$ cat config.mk
export PLATFORM = sky130hd
export DESIGN_NAME = source_text_tokenizer_flat
export DESIGN_NICKNAME = d
export VERILOG_FILES = /design/src/rtl/stt_pkg.sv /design/src/rtl/stt_req_if.sv /design/src/rtl/stt_ctrl.sv /design/src/rtl/stt_dpath.sv /design/src/rtl/source_text_tokenizer.sv /design/src/flat_wrapper.sv
export SDC_FILE = /design/constraint.sdc
export NUM_CORES = 1
export LEC_CHECK = 0
export BUFFER_PORTS_ARGS = -buffer_cell sky130_fd_sc_hd__buf_2
export CORE_ASPECT_RATIO = 0.7
export CORE_UTILIZATION = 55
export CTS_BUF_LIST = sky130_fd_sc_hd__clkbuf_16
export DETAILED_ROUTE_END_ITERATION = 16
export GPL_ROUTABILITY_DRIVEN = 0
export HOLD_SLACK_MARGIN = 0.15
export PLACE_DENSITY = 0.73
export RECOVER_POWER = 100
export SYNTH_ARGS = -nofsm -noshare
export SYNTH_HDL_FRONTEND = slang
export SYNTH_SLANG_ARGS = --single-unit
$ cat constraint.sdc
create_clock -name clock -period 6.1 [get_ports clock]
set_input_delay 1.22 -clock clock [delete_from_list [all_inputs] [get_ports clock]]
set_output_delay 1.22 -clock clock [all_outputs]
set_load 0.005 [all_outputs]
$ cat src/rtl/stt_pkg.sv
// Package for the source text tokenizer: scan modes, token kinds,
// controller states and the command and status structs.
// Depends on nothing.
package stt_pkg;

   localparam int MaxTokenLenDefault = 32;

   typedef enum logic [3:0] {
      MODE_IDLE  = 4'd0,
      MODE_WORD  = 4'd1,
      MODE_INT   = 4'd2,
      MODE_STR   = 4'd3,
      MODE_ESC   = 4'd4,
      MODE_BANG  = 4'd5,
      MODE_EQ    = 4'd6,
      MODE_MINUS = 4'd7,
      MODE_ERROR = 4'd8
   } mode_type;

   localparam logic [4:0] KIND_WORD    = 5'd0;
   localparam logic [4:0] KIND_INT     = 5'd1;
   localparam logic [4:0] KIND_STRING  = 5'd2;
   localparam logic [4:0] KIND_BOOL    = 5'd3;
   localparam logic [4:0] KIND_LET     = 5'd4;
   localparam logic [4:0] KIND_IF      = 5'd5;
   localparam logic [4:0] KIND_ELSE    = 5'd6;
   localparam logic [4:0] KIND_WHILE   = 5'd7;
   localparam logic [4:0] KIND_I64     = 5'd8;
   localparam logic [4:0] KIND_STR     = 5'd9;
   localparam logic [4:0] KIND_BOOLT   = 5'd10;
   localparam logic [4:0] KIND_LPAREN  = 5'd11;
   localparam logic [4:0] KIND_RPAREN  = 5'd12;
   localparam logic [4:0] KIND_LBRACE  = 5'd13;
   localparam logic [4:0] KIND_RBRACE  = 5'd14;
   localparam logic [4:0] KIND_COMMA   = 5'd15;
   localparam logic [4:0] KIND_SEMI    = 5'd16;
   localparam logic [4:0] KIND_NE      = 5'd17;
   localparam logic [4:0] KIND_EQEQ    = 5'd18;
   localparam logic [4:0] KIND_ASSIGN  = 5'd19;
   localparam logic [4:0] KIND_PLUS    = 5'd20;
   localparam logic [4:0] KIND_ARROW   = 5'd21;
   localparam logic [4:0] KIND_MINUS   = 5'd22;
   localparam logic [4:0] KIND_STAR    = 5'd23;
   localparam logic [4:0] KIND_SLASH   = 5'd24;
   localparam logic [4:0] KIND_BADCHAR = 5'd25;
   localparam logic [4:0] KIND_BADESC  = 5'd26;
   localparam logic [4:0] KIND_END     = 5'd27;

   // Controller states.
   typedef enum logic [2:0] {
      ST_ACCEPT,   // waiting for an input transaction
      ST_SINGLE,   // one single result pending before the char step
      ST_DRAIN,    // streaming the buffered text
      ST_POST,     // apply the byte action after the results
      ST_END       // end result
   } state_type;

   // What the datapath should do with the accepted byte.
   typedef enum logic [2:0] {
      ACT_NONE,    // nothing more
      ACT_IDLE,    // scan the byte as in idle mode
      ACT_APPEND,  // append raw byte
      ACT_APPN,    // append a newline
      ACT_APPT     // append a tab
   } act_type;

   // Status from datapath to controller about the current transaction.
   typedef struct packed {
      logic       drain;       // buffered text must be streamed
      logic [4:0] drain_kind;
      logic       single;      // one single result before the byte action
      logic [4:0] single_kind;
      logic [7:0] single_char;
      logic       single_has;
      act_type    act;
      logic       is_end;
   } plan_type;

   // Commands from controller to datapath.
   typedef struct packed {
      logic take;         // capture a new item and its plan
      logic drain_step;   // a text result was delivered
      logic finish;       // item done: apply mode and byte action
   } cmd_type;

   function automatic logic is_letter(input logic [7:0] c);
      return (c >= 8'h61 && c <= 8'h7a) || (c >= 8'h41 && c <= 8'h5a);
   endfunction

   function automatic logic is_digit(input logic [7:0] c);
      return c >= 8'h30 && c <= 8'h39;
   endfunction

endpackage

$ cat src/rtl/stt_req_if.sv
// Channel interfaces for the tokenizer: input bytes and result tokens.
// Depends on nothing.
interface stt_req_if;
   logic       valid;
   logic       ready;
   logic [7:0] ch;
   logic       is_end;
   modport source (output valid, output ch, output is_end, input ready);
   modport sink (input valid, input ch, input is_end, output ready);
endinterface

interface stt_rsp_if;
   logic       valid;
   logic       ready;
   logic [4:0] kind;
   logic [7:0] value_char;
   logic       has_char;
   logic       last;
   logic       truncated;
   modport source (output valid, output kind, output value_char, output has_char,
                   output last, output truncated, input ready);
   modport sink (input valid, input kind, input value_char, input has_char,
                 input last, input truncated, output ready);
endinterface

$ cat src/rtl/stt_ctrl.sv
// Controller for the tokenizer: sequences the results of one item.
// Depends on stt_pkg.
module stt_ctrl (
   input  logic              clock,
   input  logic              reset,
   input  logic              in_valid,
   output logic              in_ready,
   input  stt_pkg::plan_type plan,
   input  logic              drain_last,
   input  logic              post_single,
   input  logic              out_free,
   output logic              out_load,
   output logic [2:0]        out_sel,
   output stt_pkg::cmd_type  cmd
);

   stt_pkg::state_type state_ff, state_in;

   // Next state. A finishing byte whose idle scan gives a result goes on to
   // deliver that result as a single.
   always_comb begin
      state_in = state_ff;
      unique case (state_ff)
         stt_pkg::ST_ACCEPT: begin
            if (in_valid) begin
               if (plan.drain) state_in = stt_pkg::ST_DRAIN;
               else if (plan.single) state_in = stt_pkg::ST_SINGLE;
               else if (plan.is_end) state_in = stt_pkg::ST_END;
               else if (post_single) state_in = stt_pkg::ST_SINGLE;
            end
         end
         stt_pkg::ST_SINGLE: begin
            if (out_free) state_in = plan.is_end ? stt_pkg::ST_END : stt_pkg::ST_POST;
         end
         stt_pkg::ST_DRAIN: begin
            if (out_free && drain_last) begin
               if (plan.single) state_in = stt_pkg::ST_SINGLE;
               else if (plan.is_end) state_in = stt_pkg::ST_END;
               else state_in = stt_pkg::ST_POST;
            end
         end
         stt_pkg::ST_POST: state_in = post_single ? stt_pkg::ST_SINGLE : stt_pkg::ST_ACCEPT;
         stt_pkg::ST_END: begin
            if (out_free) state_in = stt_pkg::ST_ACCEPT;
         end
         default: state_in = stt_pkg::ST_ACCEPT;
      endcase
   end

   // Outputs. A plain byte with no result finishes in the accept cycle.
   always_comb begin
      in_ready = 1'b0;
      out_load = 1'b0;
      out_sel  = 3'd0;
      cmd      = '0;
      unique case (state_ff)
         stt_pkg::ST_ACCEPT: begin
            in_ready = 1'b1;
            cmd.take = in_valid;
            cmd.finish = in_valid && !plan.drain && !plan.single && !plan.is_end;
         end
         stt_pkg::ST_SINGLE: begin
            out_load = out_free;
            out_sel  = 3'd1;
         end
         stt_pkg::ST_DRAIN: begin
            out_load = out_free;
            out_sel  = 3'd2;
            cmd.drain_step = out_free;
         end
         stt_pkg::ST_POST: cmd.finish = 1'b1;
         stt_pkg::ST_END: begin
            out_load = out_free;
            out_sel  = 3'd3;
            cmd.finish = out_free;
         end
         default: ;
      endcase
   end

   always_ff @(posedge clock) begin
      if (reset) state_ff <= stt_pkg::ST_ACCEPT;
      else state_ff <= state_in;
   end

endmodule

$ cat src/rtl/stt_dpath.sv
// Datapath for the tokenizer: scan mode, text buffer, keyword check,
// byte planning and the result register.
// Depends on stt_pkg.
module stt_dpath #(
   parameter int MAX_TOKEN_LEN = stt_pkg::MaxTokenLenDefault
) (
   input  logic              clock,
   input  logic              reset,
   input  logic [7:0]        in_ch,
   input  logic              in_is_end,
   output stt_pkg::plan_type plan,
   output logic              drain_last,
   output logic              post_single,
   input  stt_pkg::cmd_type  cmd,
   input  logic              out_load,
   input  logic [2:0]        out_sel,
   output logic              out_free,
   output logic              rsp_valid,
   input  logic              rsp_ready,
   output logic [4:0]        rsp_kind,
   output logic [7:0]        rsp_value_char,
   output logic              rsp_has_char,
   output logic              rsp_last,
   output logic              rsp_truncated
);

   localparam int LW = $clog2(MAX_TOKEN_LEN + 1);
   localparam int AW = $clog2(MAX_TOKEN_LEN);

   stt_pkg::mode_type mode_ff, mode_in;
   logic [LW-1:0]     len_ff, len_in;
   logic              ovf_ff, ovf_in;
   logic [7:0]        buf_ff [MAX_TOKEN_LEN];
   logic [LW-1:0]     rd_ff, rd_in;
   stt_pkg::plan_type plan_ff;
   logic [7:0]        ch_ff;
   logic              vld_ff;
   logic [4:0]        kind_ff;
   logic [7:0]        char_ff;
   logic              has_ff, last_ff, trunc_ff;

   stt_pkg::plan_type pl;
   logic [4:0]        word_kind;
   logic              word_valued;
   logic [7:0]        word_char;
   logic              word_hit;

   function automatic logic text_is(input logic [7:0] b [MAX_TOKEN_LEN],
                                    input logic [LW-1:0] n, input logic ov,
                                    input logic [39:0] s, input int sl);
      logic ok;
      ok = !ov && (n == LW'(sl));
      for (int i = 0; i < 5; i++) begin
         if (i < sl && i < MAX_TOKEN_LEN) ok = ok && (b[i] == s[8*(sl-1-i) +: 8]);
      end
      return ok;
   endfunction

   // Keyword, bool and word classification of the buffered text.
   always_comb begin
      word_hit = 1'b1;
      word_valued = 1'b0;
      word_char = 8'h00;
      word_kind = stt_pkg::KIND_WORD;
      priority if (text_is(buf_ff, len_ff, ovf_ff, 40'h74727565, 4)) begin
         word_kind = stt_pkg::KIND_BOOL; word_valued = 1'b1; word_char = 8'h31;
      end else if (text_is(buf_ff, len_ff, ovf_ff, 40'h66616c7365, 5)) begin
         word_kind = stt_pkg::KIND_BOOL; word_valued = 1'b1; word_char = 8'h30;
      end else if (text_is(buf_ff, len_ff, ovf_ff, 40'h6c6574, 3)) begin
         word_kind = stt_pkg::KIND_LET;
      end else if (text_is(buf_ff, len_ff, ovf_ff, 40'h6966, 2)) begin
         word_kind = stt_pkg::KIND_IF;
      end else if (text_is(buf_ff, len_ff, ovf_ff, 40'h656c7365, 4)) begin
         word_kind = stt_pkg::KIND_ELSE;
      end else if (text_is(buf_ff, len_ff, ovf_ff, 40'h7768696c65, 5)) begin
         word_kind = stt_pkg::KIND_WHILE;
      end else if (text_is(buf_ff, len_ff, ovf_ff, 40'h693634, 3)) begin
         word_kind = stt_pkg::KIND_I64;
      end else if (text_is(buf_ff, len_ff, ovf_ff, 40'h737472, 3)) begin
         word_kind = stt_pkg::KIND_STR;
      end else if (text_is(buf_ff, len_ff, ovf_ff, 40'h626f6f6c, 4)) begin
         word_kind = stt_pkg::KIND_BOOLT;
      end else begin
         word_hit = 1'b0;
      end
   end

   // Plan for the byte on the input. A result from the idle scan of the byte
   // is found only when the item finishes and is then sent as an extra single.
   always_comb begin
      pl = '0;
      pl.is_end = in_is_end;
      pl.single_char = 8'h00;
      pl.act = stt_pkg::ACT_NONE;
      if (in_is_end) begin
         unique case (mode_ff)
            stt_pkg::MODE_WORD: begin
               if (word_hit) begin
                  pl.single = 1'b1; pl.single_kind = word_kind;
                  pl.single_char = word_char; pl.single_has = word_valued;
               end else begin
                  pl.drain = 1'b1; pl.drain_kind = stt_pkg::KIND_WORD;
               end
            end
            stt_pkg::MODE_INT: begin pl.drain = 1'b1; pl.drain_kind = stt_pkg::KIND_INT; end
            stt_pkg::MODE_STR: begin pl.drain = 1'b1; pl.drain_kind = stt_pkg::KIND_STRING; end
            stt_pkg::MODE_ESC: begin pl.single = 1'b1; pl.single_kind = stt_pkg::KIND_BADESC; end
            stt_pkg::MODE_EQ: begin pl.single = 1'b1; pl.single_kind = stt_pkg::KIND_ASSIGN; end
            stt_pkg::MODE_MINUS: begin pl.single = 1'b1; pl.single_kind = stt_pkg::KIND_MINUS; end
            default: ;
         endcase
      end else begin
         unique case (mode_ff)
            stt_pkg::MODE_WORD: begin
               if (stt_pkg::is_letter(in_ch) || stt_pkg::is_digit(in_ch)) begin
                  pl.act = stt_pkg::ACT_APPEND;
               end else begin
                  pl.act = stt_pkg::ACT_IDLE;
                  if (word_hit) begin
                     pl.single = 1'b1; pl.single_kind = word_kind;
                     pl.single_char = word_char; pl.single_has = word_valued;
                  end else begin
                     pl.drain = 1'b1; pl.drain_kind = stt_pkg::KIND_WORD;
                  end
               end
            end
            stt_pkg::MODE_INT: begin
               if (stt_pkg::is_digit(in_ch)) pl.act = stt_pkg::ACT_APPEND;
               else begin
                  pl.act = stt_pkg::ACT_IDLE;
                  pl.drain = 1'b1; pl.drain_kind = stt_pkg::KIND_INT;
               end
            end
            stt_pkg::MODE_STR: begin
               if (in_ch == 8'h22) begin
                  pl.drain = 1'b1; pl.drain_kind = stt_pkg::KIND_STRING;
               end else if (in_ch != 8'h5c) begin
                  pl.act = stt_pkg::ACT_APPEND;
               end
            end
            stt_pkg::MODE_ESC: begin
               if (in_ch == 8'h6e) pl.act = stt_pkg::ACT_APPN;
               else if (in_ch == 8'h74) pl.act = stt_pkg::ACT_APPT;
               else begin
                  pl.single = 1'b1; pl.single_kind = stt_pkg::KIND_BADESC;
                  pl.single_char = in_ch; pl.single_has = 1'b1;
               end
            end
            stt_pkg::MODE_BANG: begin
               if (in_ch == 8'h3d) begin
                  pl.single = 1'b1; pl.single_kind = stt_pkg::KIND_NE;
               end else pl.act = stt_pkg::ACT_IDLE;
            end
            stt_pkg::MODE_EQ: begin
               pl.single = 1'b1;
               if (in_ch == 8'h3d) pl.single_kind = stt_pkg::KIND_EQEQ;
               else begin
                  pl.single_kind = stt_pkg::KIND_ASSIGN; pl.act = stt_pkg::ACT_IDLE;
               end
            end
            stt_pkg::MODE_MINUS: begin
               pl.single = 1'b1;
               if (in_ch == 8'h3e) pl.single_kind = stt_pkg::KIND_ARROW;
               else begin
                  pl.single_kind = stt_pkg::KIND_MINUS; pl.act = stt_pkg::ACT_IDLE;
               end
            end
            stt_pkg::MODE_IDLE: pl.act = stt_pkg::ACT_IDLE;
            default: ;
         endcase
      end
   end

   // The plan seen by the controller is the live one while accepting and the
   // captured one afterwards. A trailing idle-scan result is turned into a pending
   // single when the item finishes, in ST_ACCEPT or ST_POST; see post logic below.
   logic post_pending_ff, post_pending_in;
   always_comb begin
      plan = cmd.take ? pl : plan_ff;
      if (!cmd.take && post_pending_ff) begin
         plan.single = 1'b1;
         plan.drain = 1'b0;
      end
   end

   assign drain_last = (len_ff == '0) || (rd_ff + LW'(1) >= len_ff);

   // Byte action and mode update applied when the item finishes, including
   // the idle scan which may itself produce a single result.
   logic [7:0]        fch;
   stt_pkg::act_type  fact;
   logic              f_idle_single;
   logic [4:0]        f_idle_kind;
   stt_pkg::mode_type f_idle_mode;
   logic              app_en;
   logic [7:0]        app_ch;
   logic              clr;

   // Idle scan of the captured byte.
   always_comb begin
      f_idle_mode = stt_pkg::MODE_IDLE;
      f_idle_single = 1'b1;
      f_idle_kind = stt_pkg::KIND_BADCHAR;
      if (stt_pkg::is_letter(fch)) begin
         f_idle_mode = stt_pkg::MODE_WORD; f_idle_single = 1'b0;
      end else if (stt_pkg::is_digit(fch)) begin
         f_idle_mode = stt_pkg::MODE_INT; f_idle_single = 1'b0;
      end else begin
         unique case (fch)
            8'h22: begin f_idle_mode = stt_pkg::MODE_STR; f_idle_single = 1'b0; end
            8'h21: begin f_idle_mode = stt_pkg::MODE_BANG; f_idle_single = 1'b0; end
            8'h3d: begin f_idle_mode = stt_pkg::MODE_EQ; f_idle_single = 1'b0; end
            8'h2d: begin f_idle_mode = stt_pkg::MODE_MINUS; f_idle_single = 1'b0; end
            8'h28: f_idle_kind = stt_pkg::KIND_LPAREN;
            8'h29: f_idle_kind = stt_pkg::KIND_RPAREN;
            8'h7b: f_idle_kind = stt_pkg::KIND_LBRACE;
            8'h7d: f_idle_kind = stt_pkg::KIND_RBRACE;
            8'h2c: f_idle_kind = stt_pkg::KIND_COMMA;
            8'h3b: f_idle_kind = stt_pkg::KIND_SEMI;
            8'h2b: f_idle_kind = stt_pkg::KIND_PLUS;
            8'h2a: f_idle_kind = stt_pkg::KIND_STAR;
            8'h2f: f_idle_kind = stt_pkg::KIND_SLASH;
            8'h20, 8'h09, 8'h0a, 8'h0b, 8'h0c, 8'h0d: f_idle_single = 1'b0;
            default: f_idle_mode = stt_pkg::MODE_ERROR;
         endcase
      end
   end

   // Finish: new mode, buffer append or clear, and a possible idle result.
   logic              fin_single;
   always_comb begin
      fch = cmd.take ? in_ch : ch_ff;
      fact = cmd.take ? pl.act : plan_ff.act;
      mode_in = mode_ff;
      len_in = len_ff;
      ovf_in = ovf_ff;
      rd_in = rd_ff;
      app_en = 1'b0;
      app_ch = fch;
      clr = 1'b0;
      fin_single = 1'b0;
      post_pending_in = post_pending_ff;
      if (cmd.take) rd_in = '0;
      if (cmd.drain_step) rd_in = rd_ff + LW'(1);
      if (cmd.finish && !post_pending_ff) begin
         unique case (fact)
            stt_pkg::ACT_APPEND, stt_pkg::ACT_APPN, stt_pkg::ACT_APPT: begin
               app_en = 1'b1;
               if (fact == stt_pkg::ACT_APPN) app_ch = 8'h0a;
               if (fact == stt_pkg::ACT_APPT) app_ch = 8'h09;
               if (mode_ff == stt_pkg::MODE_ESC) mode_in = stt_pkg::MODE_STR;
            end
            stt_pkg::ACT_IDLE: begin
               clr = 1'b1;
               mode_in = f_idle_mode;
               if (f_idle_mode == stt_pkg::MODE_WORD || f_idle_mode == stt_pkg::MODE_INT)
                  app_en = 1'b1;
               fin_single = f_idle_single;
            end
            stt_pkg::ACT_NONE: begin
               clr = 1'b1;
               if (plan_ff.is_end && !cmd.take) mode_in = stt_pkg::MODE_IDLE;
               else begin
                  unique case (mode_ff)
                     stt_pkg::MODE_STR: mode_in = (fch == 8'h22) ? stt_pkg::MODE_IDLE
                                                                 : stt_pkg::MODE_ESC;
                     stt_pkg::MODE_ESC: mode_in = stt_pkg::MODE_ERROR;
                     stt_pkg::MODE_BANG, stt_pkg::MODE_EQ, stt_pkg::MODE_MINUS:
                        mode_in = stt_pkg::MODE_IDLE;
                     default: ;
                  endcase
                  if (mode_ff == stt_pkg::MODE_STR && fch == 8'h5c) clr = 1'b0;
               end
            end
            default: ;
         endcase
         post_pending_in = fin_single;
      end else if (cmd.finish && post_pending_ff) begin
         post_pending_in = 1'b0;
      end
      if (clr) begin
         len_in = '0;
         ovf_in = 1'b0;
      end
      if (app_en) begin
         if (len_in < LW'(MAX_TOKEN_LEN)) len_in = len_in + LW'(1);
         else ovf_in = 1'b1;
      end
   end

   assign post_single = fin_single;

   // Captured plan, with the idle-scan result folded in when one appears.
   // Punctuation carries no character; an unknown byte carries itself.
   stt_pkg::plan_type plan_nx;
   always_comb begin
      plan_nx = cmd.take ? pl : plan_ff;
      if (fin_single) begin
         plan_nx.single_kind = f_idle_kind;
         plan_nx.single_has = (f_idle_kind == stt_pkg::KIND_BADCHAR);
         plan_nx.single_char = plan_nx.single_has ? fch : 8'h00;
         plan_nx.is_end = 1'b0;
         plan_nx.act = stt_pkg::ACT_NONE;
      end
   end

   // Result register with its one-entry hold.
   assign out_free = !vld_ff || rsp_ready;
   assign rsp_valid = vld_ff;
   assign rsp_kind = kind_ff;
   assign rsp_value_char = char_ff;
   assign rsp_has_char = has_ff;
   assign rsp_last = last_ff;
   assign rsp_truncated = trunc_ff;

   logic [LW-1:0] wr_idx;
   assign wr_idx = clr ? '0 : len_ff;

   always_ff @(posedge clock) begin
      if (reset) begin
         mode_ff <= stt_pkg::MODE_IDLE;
         len_ff <= '0;
         ovf_ff <= 1'b0;
         vld_ff <= 1'b0;
         post_pending_ff <= 1'b0;
      end else begin
         mode_ff <= mode_in;
         len_ff <= len_in;
         ovf_ff <= ovf_in;
         post_pending_ff <= post_pending_in;
         if (out_load) vld_ff <= 1'b1;
         else if (rsp_ready) vld_ff <= 1'b0;
      end
   end

   always_ff @(posedge clock) begin
      rd_ff <= rd_in;
      plan_ff <= plan_nx;
      if (cmd.take) ch_ff <= in_ch;
      if (app_en && wr_idx < LW'(MAX_TOKEN_LEN)) buf_ff[wr_idx[AW-1:0]] <= app_ch;
      if (out_load) begin
         unique case (out_sel)
            3'd1: begin
               kind_ff <= plan.single_kind; char_ff <= plan.single_char;
               has_ff <= plan.single_has; last_ff <= 1'b1; trunc_ff <= 1'b0;
            end
            3'd2: begin
               kind_ff <= plan.drain_kind;
               char_ff <= (len_ff == '0) ? 8'h00 : buf_ff[rd_ff[AW-1:0]];
               has_ff <= (len_ff != '0);
               last_ff <= drain_last;
               trunc_ff <= ovf_ff;
            end
            default: begin
               kind_ff <= stt_pkg::KIND_END; char_ff <= 8'h00;
               has_ff <= 1'b0; last_ff <= 1'b1; trunc_ff <= 1'b0;
            end
         endcase
      end
   end

endmodule

$ cat src/rtl/source_text_tokenizer.sv
// Source text tokenizer: one byte per transaction in, tokens out.
// A byte with no result finishes in its accept step; one with a single result
// goes through take, result and apply steps, each further single adding a
// result and an apply step. Buffered text streams one character per cycle while
// output is free; end of input sends its end result in place of the apply step.
// Synchronous active-high reset returns to idle mode with an empty buffer.
module source_text_tokenizer #(
   parameter int MAX_TOKEN_LEN = stt_pkg::MaxTokenLenDefault
) (
   input logic     clock,
   input logic     reset,
   stt_req_if.sink req,
   stt_rsp_if.source rsp
);

   stt_pkg::plan_type plan;
   stt_pkg::cmd_type  cmd;
   logic              drain_last, post_single, out_free, out_load;
   logic [2:0]        out_sel;

   // Sequencing of results for each item.
   stt_ctrl u_ctrl (
      .clock(clock), .reset(reset), .in_valid(req.valid), .in_ready(req.ready),
      .plan(plan), .drain_last(drain_last), .post_single(post_single),
      .out_free(out_free), .out_load(out_load), .out_sel(out_sel), .cmd(cmd)
   );

   // Scanning state and result register.
   stt_dpath #(.MAX_TOKEN_LEN(MAX_TOKEN_LEN)) u_dpath (
      .clock(clock), .reset(reset), .in_ch(req.ch), .in_is_end(req.is_end),
      .plan(plan), .drain_last(drain_last), .post_single(post_single), .cmd(cmd),
      .out_load(out_load), .out_sel(out_sel), .out_free(out_free),
      .rsp_valid(rsp.valid), .rsp_ready(rsp.ready), .rsp_kind(rsp.kind),
      .rsp_value_char(rsp.value_char), .rsp_has_char(rsp.has_char),
      .rsp_last(rsp.last), .rsp_truncated(rsp.truncated)
   );

endmodule
$ cat src/flat_wrapper.sv
// flat-port wrapper written by rule: the top's interface ports become plain ports
module source_text_tokenizer_flat 
#(
   parameter int MAX_TOKEN_LEN = stt_pkg::MaxTokenLenDefault
)
  (clock, reset, req_valid, req_ch, req_is_end, req_ready, rsp_valid, rsp_kind, rsp_value_char, rsp_has_char, rsp_last, rsp_truncated, rsp_ready);
  stt_req_if req_i ();
  stt_rsp_if rsp_i ();
  input logic clock;
  input logic reset;
  input wire logic [$bits(req_i.valid)-1:0] req_valid;
  input wire logic [$bits(req_i.ch)-1:0] req_ch;
  input wire logic [$bits(req_i.is_end)-1:0] req_is_end;
  output wire logic [$bits(req_i.ready)-1:0] req_ready;
  output wire logic [$bits(rsp_i.valid)-1:0] rsp_valid;
  output wire logic [$bits(rsp_i.kind)-1:0] rsp_kind;
  output wire logic [$bits(rsp_i.value_char)-1:0] rsp_value_char;
  output wire logic [$bits(rsp_i.has_char)-1:0] rsp_has_char;
  output wire logic [$bits(rsp_i.last)-1:0] rsp_last;
  output wire logic [$bits(rsp_i.truncated)-1:0] rsp_truncated;
  input wire logic [$bits(rsp_i.ready)-1:0] rsp_ready;
  assign req_i.valid = req_valid;
  assign req_i.ch = req_ch;
  assign req_i.is_end = req_is_end;
  assign req_ready = req_i.ready;
  assign rsp_valid = rsp_i.valid;
  assign rsp_kind = rsp_i.kind;
  assign rsp_value_char = rsp_i.value_char;
  assign rsp_has_char = rsp_i.has_char;
  assign rsp_last = rsp_i.last;
  assign rsp_truncated = rsp_i.truncated;
  assign rsp_i.ready = rsp_ready;
  source_text_tokenizer #(.MAX_TOKEN_LEN(MAX_TOKEN_LEN)) u_core (.clock(clock), .reset(reset), .req(req_i), .rsp(rsp_i));
endmodule
* After elaboration in Yosys (flattened, before gate mapping) *
Index checks and enable logic that the tools add are counted.

cells by class
  $add $sub $neg = 2
  order comparisons = 17
  eq/ne operators = 86
  multiplexer cells = 252
  bitwise gates (word level) = 2
  reductions and logical operators = 84

operators with widths
  operator                                                            number
  bitwise mux 256 bit                                                 1
  == test 8 x 7 -> 1 bit (second input constant)                      32
  two-way mux 1 bit                                                   167
  == test 8 x 6 -> 1 bit (second input constant)                      17
  two-way mux 8 bit                                                   10
  two-way mux 6 bit                                                   11
  logical AND 1 bit                                                   54
  two-way mux 4 bit                                                   13
  two-way mux 15 bit                                                  3
  two-way mux 3 bit                                                   15
  one-hot mux 5 bit (9 select lines)                                  1
  two-way mux 21 bit                                                  2
  binary-select mux 8 bit (select 5 bit)                              1
  demux 8 bit (select 5 bit)                                          1
  == test 8 x 4 -> 1 bit (second input constant)                      5
  one-hot mux 6 bit (3 select lines)                                  2
  greater-or-equal comparator 8 x 7 -> 1 bit (second input constant)  4
  less-or-equal comparator 8 x 7 -> 1 bit (second input constant)     4
  one-hot mux 6 bit (5 select lines)                                  1
  two-way mux 25 bit                                                  1
  one-hot mux 4 bit (3 select lines)                                  2
  one-hot mux 6 bit (4 select lines)                                  1
  one-hot mux 3 bit (7 select lines)                                  1
  one-hot mux 4 bit (5 select lines)                                  1
  other kinds (46)                                                    93

storage, ports and cells
  bits in registers = 327
  bits of input ports = 13

* Depth between registers and ports, before layout *
Gate-level depths: netlist of run 1.

  depth after elaboration = 185
  mapped depth = 16
  gate-level depth less buffers = 12

* Hierarchy *
A second synthesis of run 1 with hierarchy kept.

unflattened totals
  cell total of the unflattened synthesis = 1071
  area, all modules = 15252.1 µm²

modules (own cells, without submodules)
  module     times used  cells an instance  area each (µm²)  sequential area each (µm²)
  stt_dpath  1           1022               14875.5          9268.9
  stt_ctrl   1           49                 376.6            60.1

* Worst setup path before layout of run 1 *
Ideal clock, no wire load.

  kind = input -> register
  start = input req_ch[6]
  end = register u_core.u_dpath.buf_ff[0] (netlist name), enable pin
  setup time = 0.383 ns
  arrival time = 4.413 ns
  required time = 5.717 ns
  setup slack = 1.303 ns
  stages on the path = 12
  buffers on the path = 2
  path through = buf_4 -> or4b_2 -> or4_1 -> and3_1 -> o22a_1 -> o211ai_2 -> o21ai_0 -> inv_1 -> ha_1 -> nand2_2 -> buf_2 -> nor3_1

between the ends
  longest elaborated chain between the ends = 19
  elaborated cells on any way between the ends = 102

ends and longest elaborated chain
  what                                                                                                          line                RTL
  start, declared                                                                                               flat_wrapper.sv:12  input wire logic [$bits(req_i.ch)-1:0] req_ch;
  greater-or-equal comparator 8 x 7 -> 1 bit / less-or-equal comparator 8 x 7 -> 1 bit (equally long branches)  stt_pkg.sv:87       return (c >= 8'h61 && c <= 8'h7a) || (c >= 8'h41 && c <= 8'h5a);
  logical AND 1 bit                                                                                             stt_pkg.sv:87
  logical OR 1 bit                                                                                              stt_pkg.sv:87
  logical OR 1 bit                                                                                              stt_dpath.sv:115    if (stt_pkg::is_letter(in_ch) || stt_pkg::is_digit(in_ch)) begin
  two-way mux 21 bit                                                                                            stt_dpath.sv:115
  one-hot mux 6 bit (3 select lines)                                                                            stt_dpath.sv:113    unique case (mode_ff)
  two-way mux 21 bit                                                                                            stt_dpath.sv:95     if (in_is_end) begin
  two-way mux 25 bit                                                                                            n/a
  two-way mux 1 bit                                                                                             stt_dpath.sv:180    if (!cmd.take && post_pending_ff) begin
  zero test 1 bit                                                                                               stt_ctrl.sv:60      cmd.finish = in_valid && !plan.drain && !plan.single && !plan.is_end;
  logical AND 1 bit (3 in series)                                                                               stt_ctrl.sv:60
  one-hot mux 1 bit (3 select lines)                                                                            stt_ctrl.sv:56      unique case (state_ff)
  logical AND 1 bit                                                                                             stt_dpath.sv:245    if (cmd.finish && !post_pending_ff) begin
  two-way mux 1 bit                                                                                             stt_dpath.sv:245
  two-way mux 6 bit                                                                                             stt_dpath.sv:317    assign wr_idx = clr ? '0 : len_ff;
  < comparator 6 bit                                                                                            stt_dpath.sv:340    if (app_en && wr_idx < LW'(MAX_TOKEN_LEN)) buf_ff[wr_idx[AW-1:0]] <= app_ch;
  logical AND 1 bit *                                                                                           stt_dpath.sv:340
  end signal, assigned by index                                                                                 stt_dpath.sv:340
  end, declared                                                                                                 stt_dpath.sv:33     logic [7:0] buf_ff [MAX_TOKEN_LEN];

Mark *: on every way between the ends. The rest lies on a longest branch, timed or not.
A chain may end at the register's enable or synchronous reset.

* Worst setup path after layout of run 1 *
  start = register u_core.u_dpath.rd_ff[1]
  end = register u_core.u_dpath.char_ff[2], in the netlist u_core.u_dpath.rsp_value_char[2] (data pin)

between the ends
  longest elaborated chain between the ends = 6

ends and longest elaborated chain
  what                                                   line              RTL
  start, declared                                        stt_dpath.sv:34   logic [LW-1:0] rd_ff, rd_in;
  start signal, assigned                                 stt_dpath.sv:337  rd_ff <= rd_in;
  NOT 5 -> 6 bit (implied by the code)                   stt_dpath.sv:349  char_ff <= (len_ff == '0) ? 8'h00 : buf_ff[rd_ff[AW-1:0]];
  binary-select mux 8 bit (select 5 bit)                 stt_dpath.sv:349
  two-way mux 8 bit (implied by the code) (2 in series)  stt_dpath.sv:349
  two-way mux 8 bit                                      stt_dpath.sv:349
  one-hot mux 8 bit (2 select lines)                     stt_dpath.sv:342  unique case (out_sel)
  end signal, assigned                                   stt_dpath.sv:344  kind_ff <= plan.single_kind; char_ff <= plan.single_char;
  end signal, assigned                                   stt_dpath.sv:349
  end, declared                                          stt_dpath.sv:39   logic [7:0] char_ff;

Every way passes these cells. The select of a mux whose other input is x is not followed.

==> qor.yml, run 1 <==
h-tree-depth: 1
cts-root-buf: "clkbuf_16"
cts_setup_buffers: 0
ir_worst_vdd_uv: 244.4
grt_max_degree: 54
antenna_left: 0
fmax_mhz: 184.2
insertion_delay_ps: 590
cts_made_buffers: 30
drc: 0
area_delta_synth_final_pct: 9.492
die_x_um: 203.5
wirelength_um: 41670
startpoint_type: "flop"
arrival_ps: 5850
crit_chain: "clkbuf_1, nor2b_1, clkbuf_1, a221oi_1, o21ai_0, a31oi_1, a2bb2oi_1, nor2_1"
cts.sinks: 327
slew_headroom_pct: -92.18
tightestPinTransition_ps: 2883
cts_resized: 0
synth_ff_type: "edfxtp_1"
ys_types: 89
syn_area_mm2: 0.01563
instances_no_fill: 1634
cts-hold-fix-buffers: 0
worstPathRequired_ps: 6520
syn_nets: 1231
hpwl_um: 28980
drtIter0Drc: 1831
vias_per_cell: 6.789
async_reset_ff_share_pct: 0
dp.cells: 1578
power_mw: 7.566
grt_pass1_wl_um: 62510
slew_violations: 213
die_y_um: 143.1
pin_count: 31
routed.top_layer: "met4"
synth-edff-count: 278
min_period_ps: 5429
status: "complete, but fails checks"
crit_path_max_fanout: 48
routed-wl-met2_um: 16720
port-buffer-count: 30
avgSynthCellArea_um2: 12.97
first_pass_iters: 5
rsz0062_at_grt: "false"
violations: "max-capacitance violations, max-slew violations"
post-route-period-util_pct: 88.99
final_layout_size_suffix_gt1_share_pct: 12.11
cts_tree: "yes"
hold_violations: 0
drt-met1-wl_um: 18570
power_density_mw_per_mm2: 442.0
setup_tns_ps: 0
setup_viol: 0
ys_seq_elements: 327
maxCapViolCount: 7
dieArea_mm2: 0.02911
hp-class: "flop to flop"
grt_pass1_vias: 9966
cp_slowest_cell: "clkbuf_1"
vias: 11094
diodes: 0
num_rows: 51
fin_nets: 1265
path_common_cell: "clkbuf_1"
met3WireLength_um: 5627
p_leak_nw: 5.471
r2r_slack_ps: 670
syn_inst: 1205
wire_per_inst_um: 25.50
antenna_found_initial: 0
critical_path_class: "flop to flop"
clock_skew_ps: 25.05
grt_overflow: 0
yosys_warnings: 0
grt_usage_pct: 28.85
cts_buffer_depth: 3
critPathMaxStageDelay_ps: 2030
start_util_pct: 56.06
path_clk_slew_ps: 70
seq_area_frac_synth_pct: 59.68
fp.coreArea_mm2: 0.02789
end_kind: "flop"
cell type report:
class | count | area (µm²)
clock buffers | 30 | 750.7
clock inverters | 26 | 241.5
fillers | 2127 | 10770
inverters | 30 | 112.6
multi-input cells | 783 | 5902
flip-flops and latches | 327 | 9329
well taps | 371 | 464.2
repair buffers | 67 | 316.6
stage by stage:
stage               hold slack [ps]  setup slack, ps  utilization [%]  area, µm²
finish                        452.2            671.5            61.38      17120
global route                  472.6            458.2            61.38      17120
CTS                           450.5             1081            62.00      17290
detailed placement            430.1            492.9            58.44      16300
global placement              439.0            593.6            58.44      16300
floorplan                     411.9             1303                -      15630
report_power, final:
group	switching [mW]	internal [mW]	leakage [nW]	total (mW)
registers	0.183	2.92	2.91	3.10
clock network	0.862	1.04	0.509	1.90
logic	1.66	0.905	2.05	2.57
total	2.71	4.86	5.47	7.57
layout by cell type (no fill, tap or decap), types with 15 or more instances in the layout:
cell / count
a21oi_1: 44
a221oi_1: 19
buf_2: 15
clkbuf_1: 43
clkbuf_16: 30
dfxtp_1: 49
edfxtp_1: 278
inv_1: 32
mux2i_1: 57
mux4_2: 53
nand2_1: 74
nand3_1: 21
nand4_1: 25
nor2_1: 100
nor2b_1: 27
nor3_1: 34
nor4_1: 18
o21ai_0: 56
or3_1: 17
synth_stat cells, drive strengths merged (9+ instances only):
library cell | n | share of area (%)
mux2i | 57 | 3.7
clkbuf | 49 | 1.2
nor4bb | 9 | 0.58
buf | 16 | 0.63
a21oi | 44 | 1.4
a221oi | 20 | 1.2
o21ai | 59 | 1.9
inv | 28 | 0.67
nand3 | 21 | 0.67
o22ai | 12 | 0.48
nor2b | 27 | 1.1
nand4 | 25 | 1.0
nor2 | 101 | 2.4
nand2b | 12 | 0.48
a22oi | 12 | 0.58
dfxtp | 49 | 6.3
and2 | 11 | 0.44
a31oi | 12 | 0.58
nor4 | 18 | 0.72
edfxtp | 278 | 53
nor3b | 9 | 0.43
nor3 | 35 | 1.2
or3 | 17 | 0.68
ha | 13 | 1.0
and3 | 9 | 0.36
nand2 | 74 | 1.8
mux4 | 53 | 7.6
final timing paths:
kind | startpoint | endpoint | depth (start not counted)
max | u_core.u_dpath.rd_ff[1] | u_core.u_dpath.rsp_value_char[2] | 8
min reg2reg | u_core.u_dpath.plan_ff[19] | u_core.u_dpath.plan_ff[19] | 2
min | u_core.u_dpath.plan_ff[19] | u_core.u_dpath.plan_ff[19] | 2
max reg2reg | u_core.u_dpath.rd_ff[1] | u_core.u_dpath.rsp_value_char[2] | 8
registers in the layout, indices dropped and copies added (netlist names):
name and flops:
u_core.u_ctrl.state_ff 3, u_core.u_dpath.buf_ff 256, u_core.u_dpath.ch_ff 8, u_core.u_dpath.len_ff 6
u_core.u_dpath.mode_ff 4, u_core.u_dpath.ovf_ff 1, u_core.u_dpath.plan_ff 25, u_core.u_dpath.post_pending_ff 1
u_core.u_dpath.rd_ff 6, u_core.u_dpath.rsp_has_char 1, u_core.u_dpath.rsp_kind 5, u_core.u_dpath.rsp_last 1
u_core.u_dpath.rsp_truncated 1, u_core.u_dpath.rsp_valid 1, u_core.u_dpath.rsp_value_char 8
metal layers:
layer,vias up,global-route usage [%]
met5,-,0
met4,0,5.342
met3,58,8.056
met2,801,38.84
met1,5415,46.19
li1,4820,-
critical path, delay by kind of cell, from the launching register on:
family / cells / cell delay (ps)
compound gates: 4 / 1510
buf+inv: 2 / 2460
flops: 1 / 360
simple gates: 2 / 860
kinds of logic after synthesis:
logic type,count (synthesis),share of synthesized area (%)
AOI/OAI and AO/OA,237,10.38
xor gates and xnor gates,8,0.4482
adders and majority gates,13,1.041
buffers and inverters,95,2.537
DFF,327,59.68
muxes,116,11.74
and+or+nand+nor,409,14.17
No activity file was read; power rests on OpenSTA's default activity.
==> inputs of run 2 (changes only) <==
ABC_AREA = 1   (was not set)
GPL_TIMING_DRIVEN = 1   (was not set)
==> qor.yml, run 2 <==
yosys.area.top_type: "edfxtp_1"
wire_per_inst_um: 21.48
fmax_mhz: 196.1
violations: "max-capacitance violations, max-slew violations"
drc: 0
critPathMaxStageDelay_ps: 1390
dieArea_mm2: 0.02856
end_kind: "flop"
wirelength_um: 43130
cts.sinks: 327
path_clk_slew_ps: 70
min_from: "u_core.u_dpath.plan_ff[21]"
whs_path_depth: 2
syn_area_mm2: 0.01533
startpoint_type: "primary input"
min_to: "u_core.u_dpath.plan_ff[21]"
tightestPinTransition_ps: 1915
critPathLaunch: "req_ch[4]"
syn_nets: 1623
slew_violations: 190
pin_count: 31
worstPathRequired_ps: 6180
crit_chain: "clkbuf_1, nand2_1, nor3_1, nand2_1, nand4_1, nand2_1, inv_1, nor2_1, nor2_1, nand4_1, nand2_1, inv_1, nor2_4, inv_1, o22ai_2, clkbuf_1"
syn_inst: 1597
routed.top_layer: "met4"
routed-wl-met2_um: 16620
arrival_ps: 5170
power_mw: 7.995
cp_slowest_cell: "clkbuf_1"
vias: 12105
cts-root-buf: "clkbuf_16"
min_period_ps: 5098
num_rows: 50
path_common_cell: "nand2_1"
first_pass_iters: 6
ys_seq_elements: 327
cts_buffer_depth: 3
crit_path_max_fanout: 32
maxCapViolCount: 7
cp_top_family: "simple AND/OR/NAND/NOR gates"
cts_setup_buffers: 0
drtIter0Drc: 1949
insertion_delay_ps: 560
synth_ff_type: "edfxtp_1"
synth_common_cells: "nand2_1, edfxtp_1, nor2_1"
cts-hold-fix-buffers: 0
start_util_pct: 56.61
synth_top_area_share_pct: 54.44
layout_common_cells: "nand2_1, edfxtp_1, nor2_1"
drt-met1-wl_um: 18980
antenna_found_initial: 0
cp.buffers_inverters: 5
setup_viol: 0
cts_resized: 0
r2r_start: "u_core.u_dpath.mode_ff[1]"
cts_made_buffers: 30
dp.cells: 1952
hpwl_um: 29910
grt_pass1_wl_um: 65390
avgSynthCellArea_um2: 9.602
async_reset_ff_share_pct: 0
vias_per_cell: 6.028
diodes: 0
synth-edff-count: 278
rr_worst_depth: 18
largest_reg_flops: 256
grt_pass1_vias: 11049
yosys_warnings: 0
rsz0062_at_grt: "false"
ir_worst_vdd_uv: 584.6
place_area_mm2: 0.01587
power_density_mw_per_mm2: 480.4
setup_tns_ps: 0
synthTopCellsByArea: "edfxtp_1, nand2_1, dfxtp_1"
area_delta_synth_final_pct: 8.535
cts_tree: "yes"
post-route-period-util_pct: 83.58
met3WireLength_um: 6705
seq_area_frac_synth_pct: 60.84
final_layout_size_suffix_gt1_share_pct: 7.299
layout_commonest_cell: "nand2_1"
grt_usage_pct: 30.29
die_x_um: 201.6
antenna_left: 0
grt_max_degree: 91
critical_path_class: "primary input to flop"
slew_headroom_pct: -27.65
clock_skew_ps: 21.99
final_area_mm2: 0.01664
status: "complete, but fails checks"
r2r_slack_ps: 1130
p_leak_nw: 6.156
instances_no_fill: 2008
h-tree-depth: 1
ys_types: 54
grt_overflow: 0
regToRegEndpoint: "u_core.u_dpath.buf_ff[165]"
hold_violations: 0
finalHoldWorstSlack_ps: 436.9
hp-class: "flop to flop"
fill_cells: 2262
die_y_um: 141.7
port-buffer-count: 30
fin_nets: 1646
synth_most_common_cell: "nand2_1"
fp.coreArea_mm2: 0.02709
==> run 2: tightest hold or removal path: cells and delay by family, from the launching register on <==
kind | cells | cell delay, ps
flops | 1 | 300
simple gates | 1 | 50
buf+inv | 1 | 40
==> run 2: cell type report <==
class | instances | area (µm²) | area share, %
sequential | 327 | 9329 | 56.05
timing repair buffer | 49 | 249.0 | 1.496
clock buffer | 31 | 775.7 | 4.661
tap | 364 | 455.4 | 2.736
multi-input combinational | 1054 | 5094 | 30.60
inverter | 158 | 596.8 | 3.586
clock inverter | 25 | 143.9 | 0.8645
==> run 2: through the flow <==
stage | utilization, % | worst slack, ps
3_3_place_gp | 58.58 | 1189
2_1_floorplan | - | 2176
6_report | 61.44 | 1002
5_1_grt | 61.44 | 642.9
4_1_cts | 61.97 | 1650
3_5_place_dp | 58.58 | 1103
==> run 2: power by group <==
group / switching, mW / internal (mW) / leakage [nW]
logic: 2.38 / 0.768 / 2.75
clock network: 0.808 / 0.961 / 0.483
registers: 0.115 / 2.96 / 2.92
==> run 2: cell families after synthesis <==
group / after synthesis / synth area share, %
adders and majority gates: 13 / 1.061
buffers and inverters: 216 / 5.459
AOI/OAI and AO/OA: 291 / 11.59
and+or+nand+nor: 748 / 20.94
DFF: 327 / 60.84
xor gates and xnor gates: 2 / 0.1143
==> run 2: metal layers <==
| layer | up-vias | global-route usage (%) |
|---|---|---|
| li1 | 5580 | - |
| met1 | 5670 | 46.94 |
| met2 | 790 | 39.78 |
| met3 | 65 | 11.51 |
| met4 | 0 | 6.140 |
| met5 | - | 0 |
==> run 2: worst max-delay path by stage <==
stage,end,depth (start not counted)
6_report,u_core.u_dpath.buf_ff[40],16
5_1_grt,u_core.u_dpath.buf_ff[185],16
4_1_cts,u_core.u_dpath.buf_ff[39],18
3_5_place_dp,u_core.u_dpath.buf_ff[192],18
3_3_place_gp,u_core.u_dpath.buf_ff[35],18
2_1_floorplan,u_core.u_dpath.buf_ff[103],21
==> inputs of run 3 (changes only) <==
ABC_AREA = 0   (was 1)
PLACE_DENSITY = 0.76   (was 0.73)
clock period = 4.5 ns   (was 6.1 ns; I/O delays follow)
==> qor.yml, run 3 (synthesis gave the netlist of run 1 again) <==
wirelength_um: 42670
worst_slack_ps: 203.6
pin_count: 31
vias: 11389
cp_top_family: "simple AND/OR/NAND/NOR gates"
regToRegEndpoint: "u_core.u_dpath.buf_ff[181]"
cts_buffer_depth: 3
diodes: 0
cts_made_buffers: 30
seqCellArea_mm2: 0.009329
worstPathRequired_ps: 4710
fill_cells: 2058
area_delta_synth_final_pct: 13.17
whs_path_depth: 2
critical_path_class: "flop to flop"
p_leak_nw: 5.846
cts-hold-fix-buffers: 0
cts_setup_buffers: 0
slew_headroom_pct: 32.16
vias_per_cell: 6.625
r2r_slack_ps: 200
dieArea_mm2: 0.02911
layout_common_cells: "edfxtp_1, nor2_1, buf_4"
rr_worst_depth: 11
cts-root-buf: "clkbuf_16"
hpwl_um: 29720
gr-usage-met3_pct: 7.394
hp-class: "flop to flop"
maxCapViolCount: 0
grt_max_degree: 63
critPathMaxStageDelay_ps: 720
grt_pass1_wl_um: 63910
fin_nets: 1350
cts_tree: "yes"
cp_slowest_cell: "or4b_2"
slew_violations: 0
drc: 0
use_met2_pct: 40.56
min_from: "u_core.u_dpath.plan_ff[19]"
final_util_pct: 63.45
place_area_mm2: 0.01696
final_layout_size_suffix_gt1_share_pct: 17.58
first_pass_iters: 8
num_rows: 51
antenna_found_initial: 3
grt_overflow: 0
busiest_layer: "met1"
crit_chain: "or4b_2, buf_12, mux2i_1, nor3_1, o221ai_1, a32oi_1, a221oi_4, buf_4, nand2_1, buf_2, nor2_1"
min_to: "u_core.u_dpath.plan_ff[19]"
power_density_mw_per_mm2: 583.8
min_period_ps: 4296
drtIter0Drc: 1680
startpoint_type: "flop"
port-buffer-count: 30
grt_usage_pct: 29.49
arrival_ps: 4510
ir_worst_vdd_uv: 382.3
crit_path_max_fanout: 19
wire_per_inst_um: 24.82
fp.coreArea_mm2: 0.02789
tightestPinTransition_ps: 1018
gr-usage-met1_pct: 46.94
cp.buffers_inverters: 3
hold_violations: 0
post-route-period-util_pct: 95.48
die_y_um: 143.1
final_area_mm2: 0.01769
multi_input_area_mm2: 0.005924
h-tree-depth: 1
start_util_pct: 56.06
cts.sinks: 327
path_clk_slew_ps: 70
status: "finished clean"
rsz0062_at_grt: "false"
die_x_um: 203.5
fmax_mhz: 232.8
layout_commonest_cell: "edfxtp_1"
antenna_left: 0
end_kind: "flop"
r2r_start: "u_core.u_ctrl.state_ff[1]"
setup_viol: 0
power_mw: 10.33
largest_reg_flops: 256
pre_cts_ws_ps: -396.9
cts_resized: 0
grt_pass1_vias: 10442
clock_skew_ps: 11.44
insertion_delay_ps: 580
[run 3: per-stage QoR]
stage          TNS, ps  instances  hold slack (ps)
3_5_place_dp    -28220       1663            440.1
6_report             0       1719            450.1
3_3_place_gp     -8171       1663            424.3
2_1_floorplan        0       1205            411.9
4_1_cts              0       1719            452.9
5_1_grt              0       1719            460.8
[run 3: area by class of cell]
cell class / instances / share of cell area, %
clock buffers: 30 / 4.243
clock inverters: 26 / 0.9123
inverters: 30 / 0.6365
multi-input cells: 783 / 33.49
flip-flops and latches: 327 / 52.73
well taps: 371 / 2.624
repair buffers: 152 / 5.368
[run 3: report_power, final]
group | internal [mW] | switching (mW) | total, mW
Combinational | 1.40 | 2.37 | 3.77
Sequential | 3.95 | 0.212 | 4.16
Clock | 1.27 | 1.13 | 2.40
[run 3: worst max path at each step]
stage	slack, ps	startpoint	cells after the start	end
6_report	200	u_core.u_ctrl.state_ff[1]	11	u_core.u_dpath.buf_ff[181]
3_3_place_gp	-190	req_ch[7]	10	u_core.u_dpath.buf_ff[9]
3_5_place_dp	-400	req_ch[1]	10	u_core.u_dpath.buf_ff[9]
4_1_cts	110	req_ch[1]	10	u_core.u_dpath.buf_ff[10]
2_1_floorplan	20	req_ch[6]	12	u_core.u_dpath.buf_ff[0]
5_1_grt	40	req_ch[1]	13	u_core.u_dpath.buf_ff[58]
[run 3: metal layers]
layer	vias up	share of wire (%)
li1	4991	-
met1	5545	43
met2	778	41
met3	73	14
met4	2	1.9
met5	-	0.021
[run 3: worst reg2reg max path, delay by kind of cell (launching register included)]
| kind | cells | cell delay [ps] |
|---|---|---|
| buffers and inverters | 3 | 630 |
| flip-flops | 1 | 330 |
| multiplexers | 1 | 420 |
| AO/OA/AOI/OAI | 3 | 970 |
| AND/OR/NAND/NOR | 4 | 1590 |
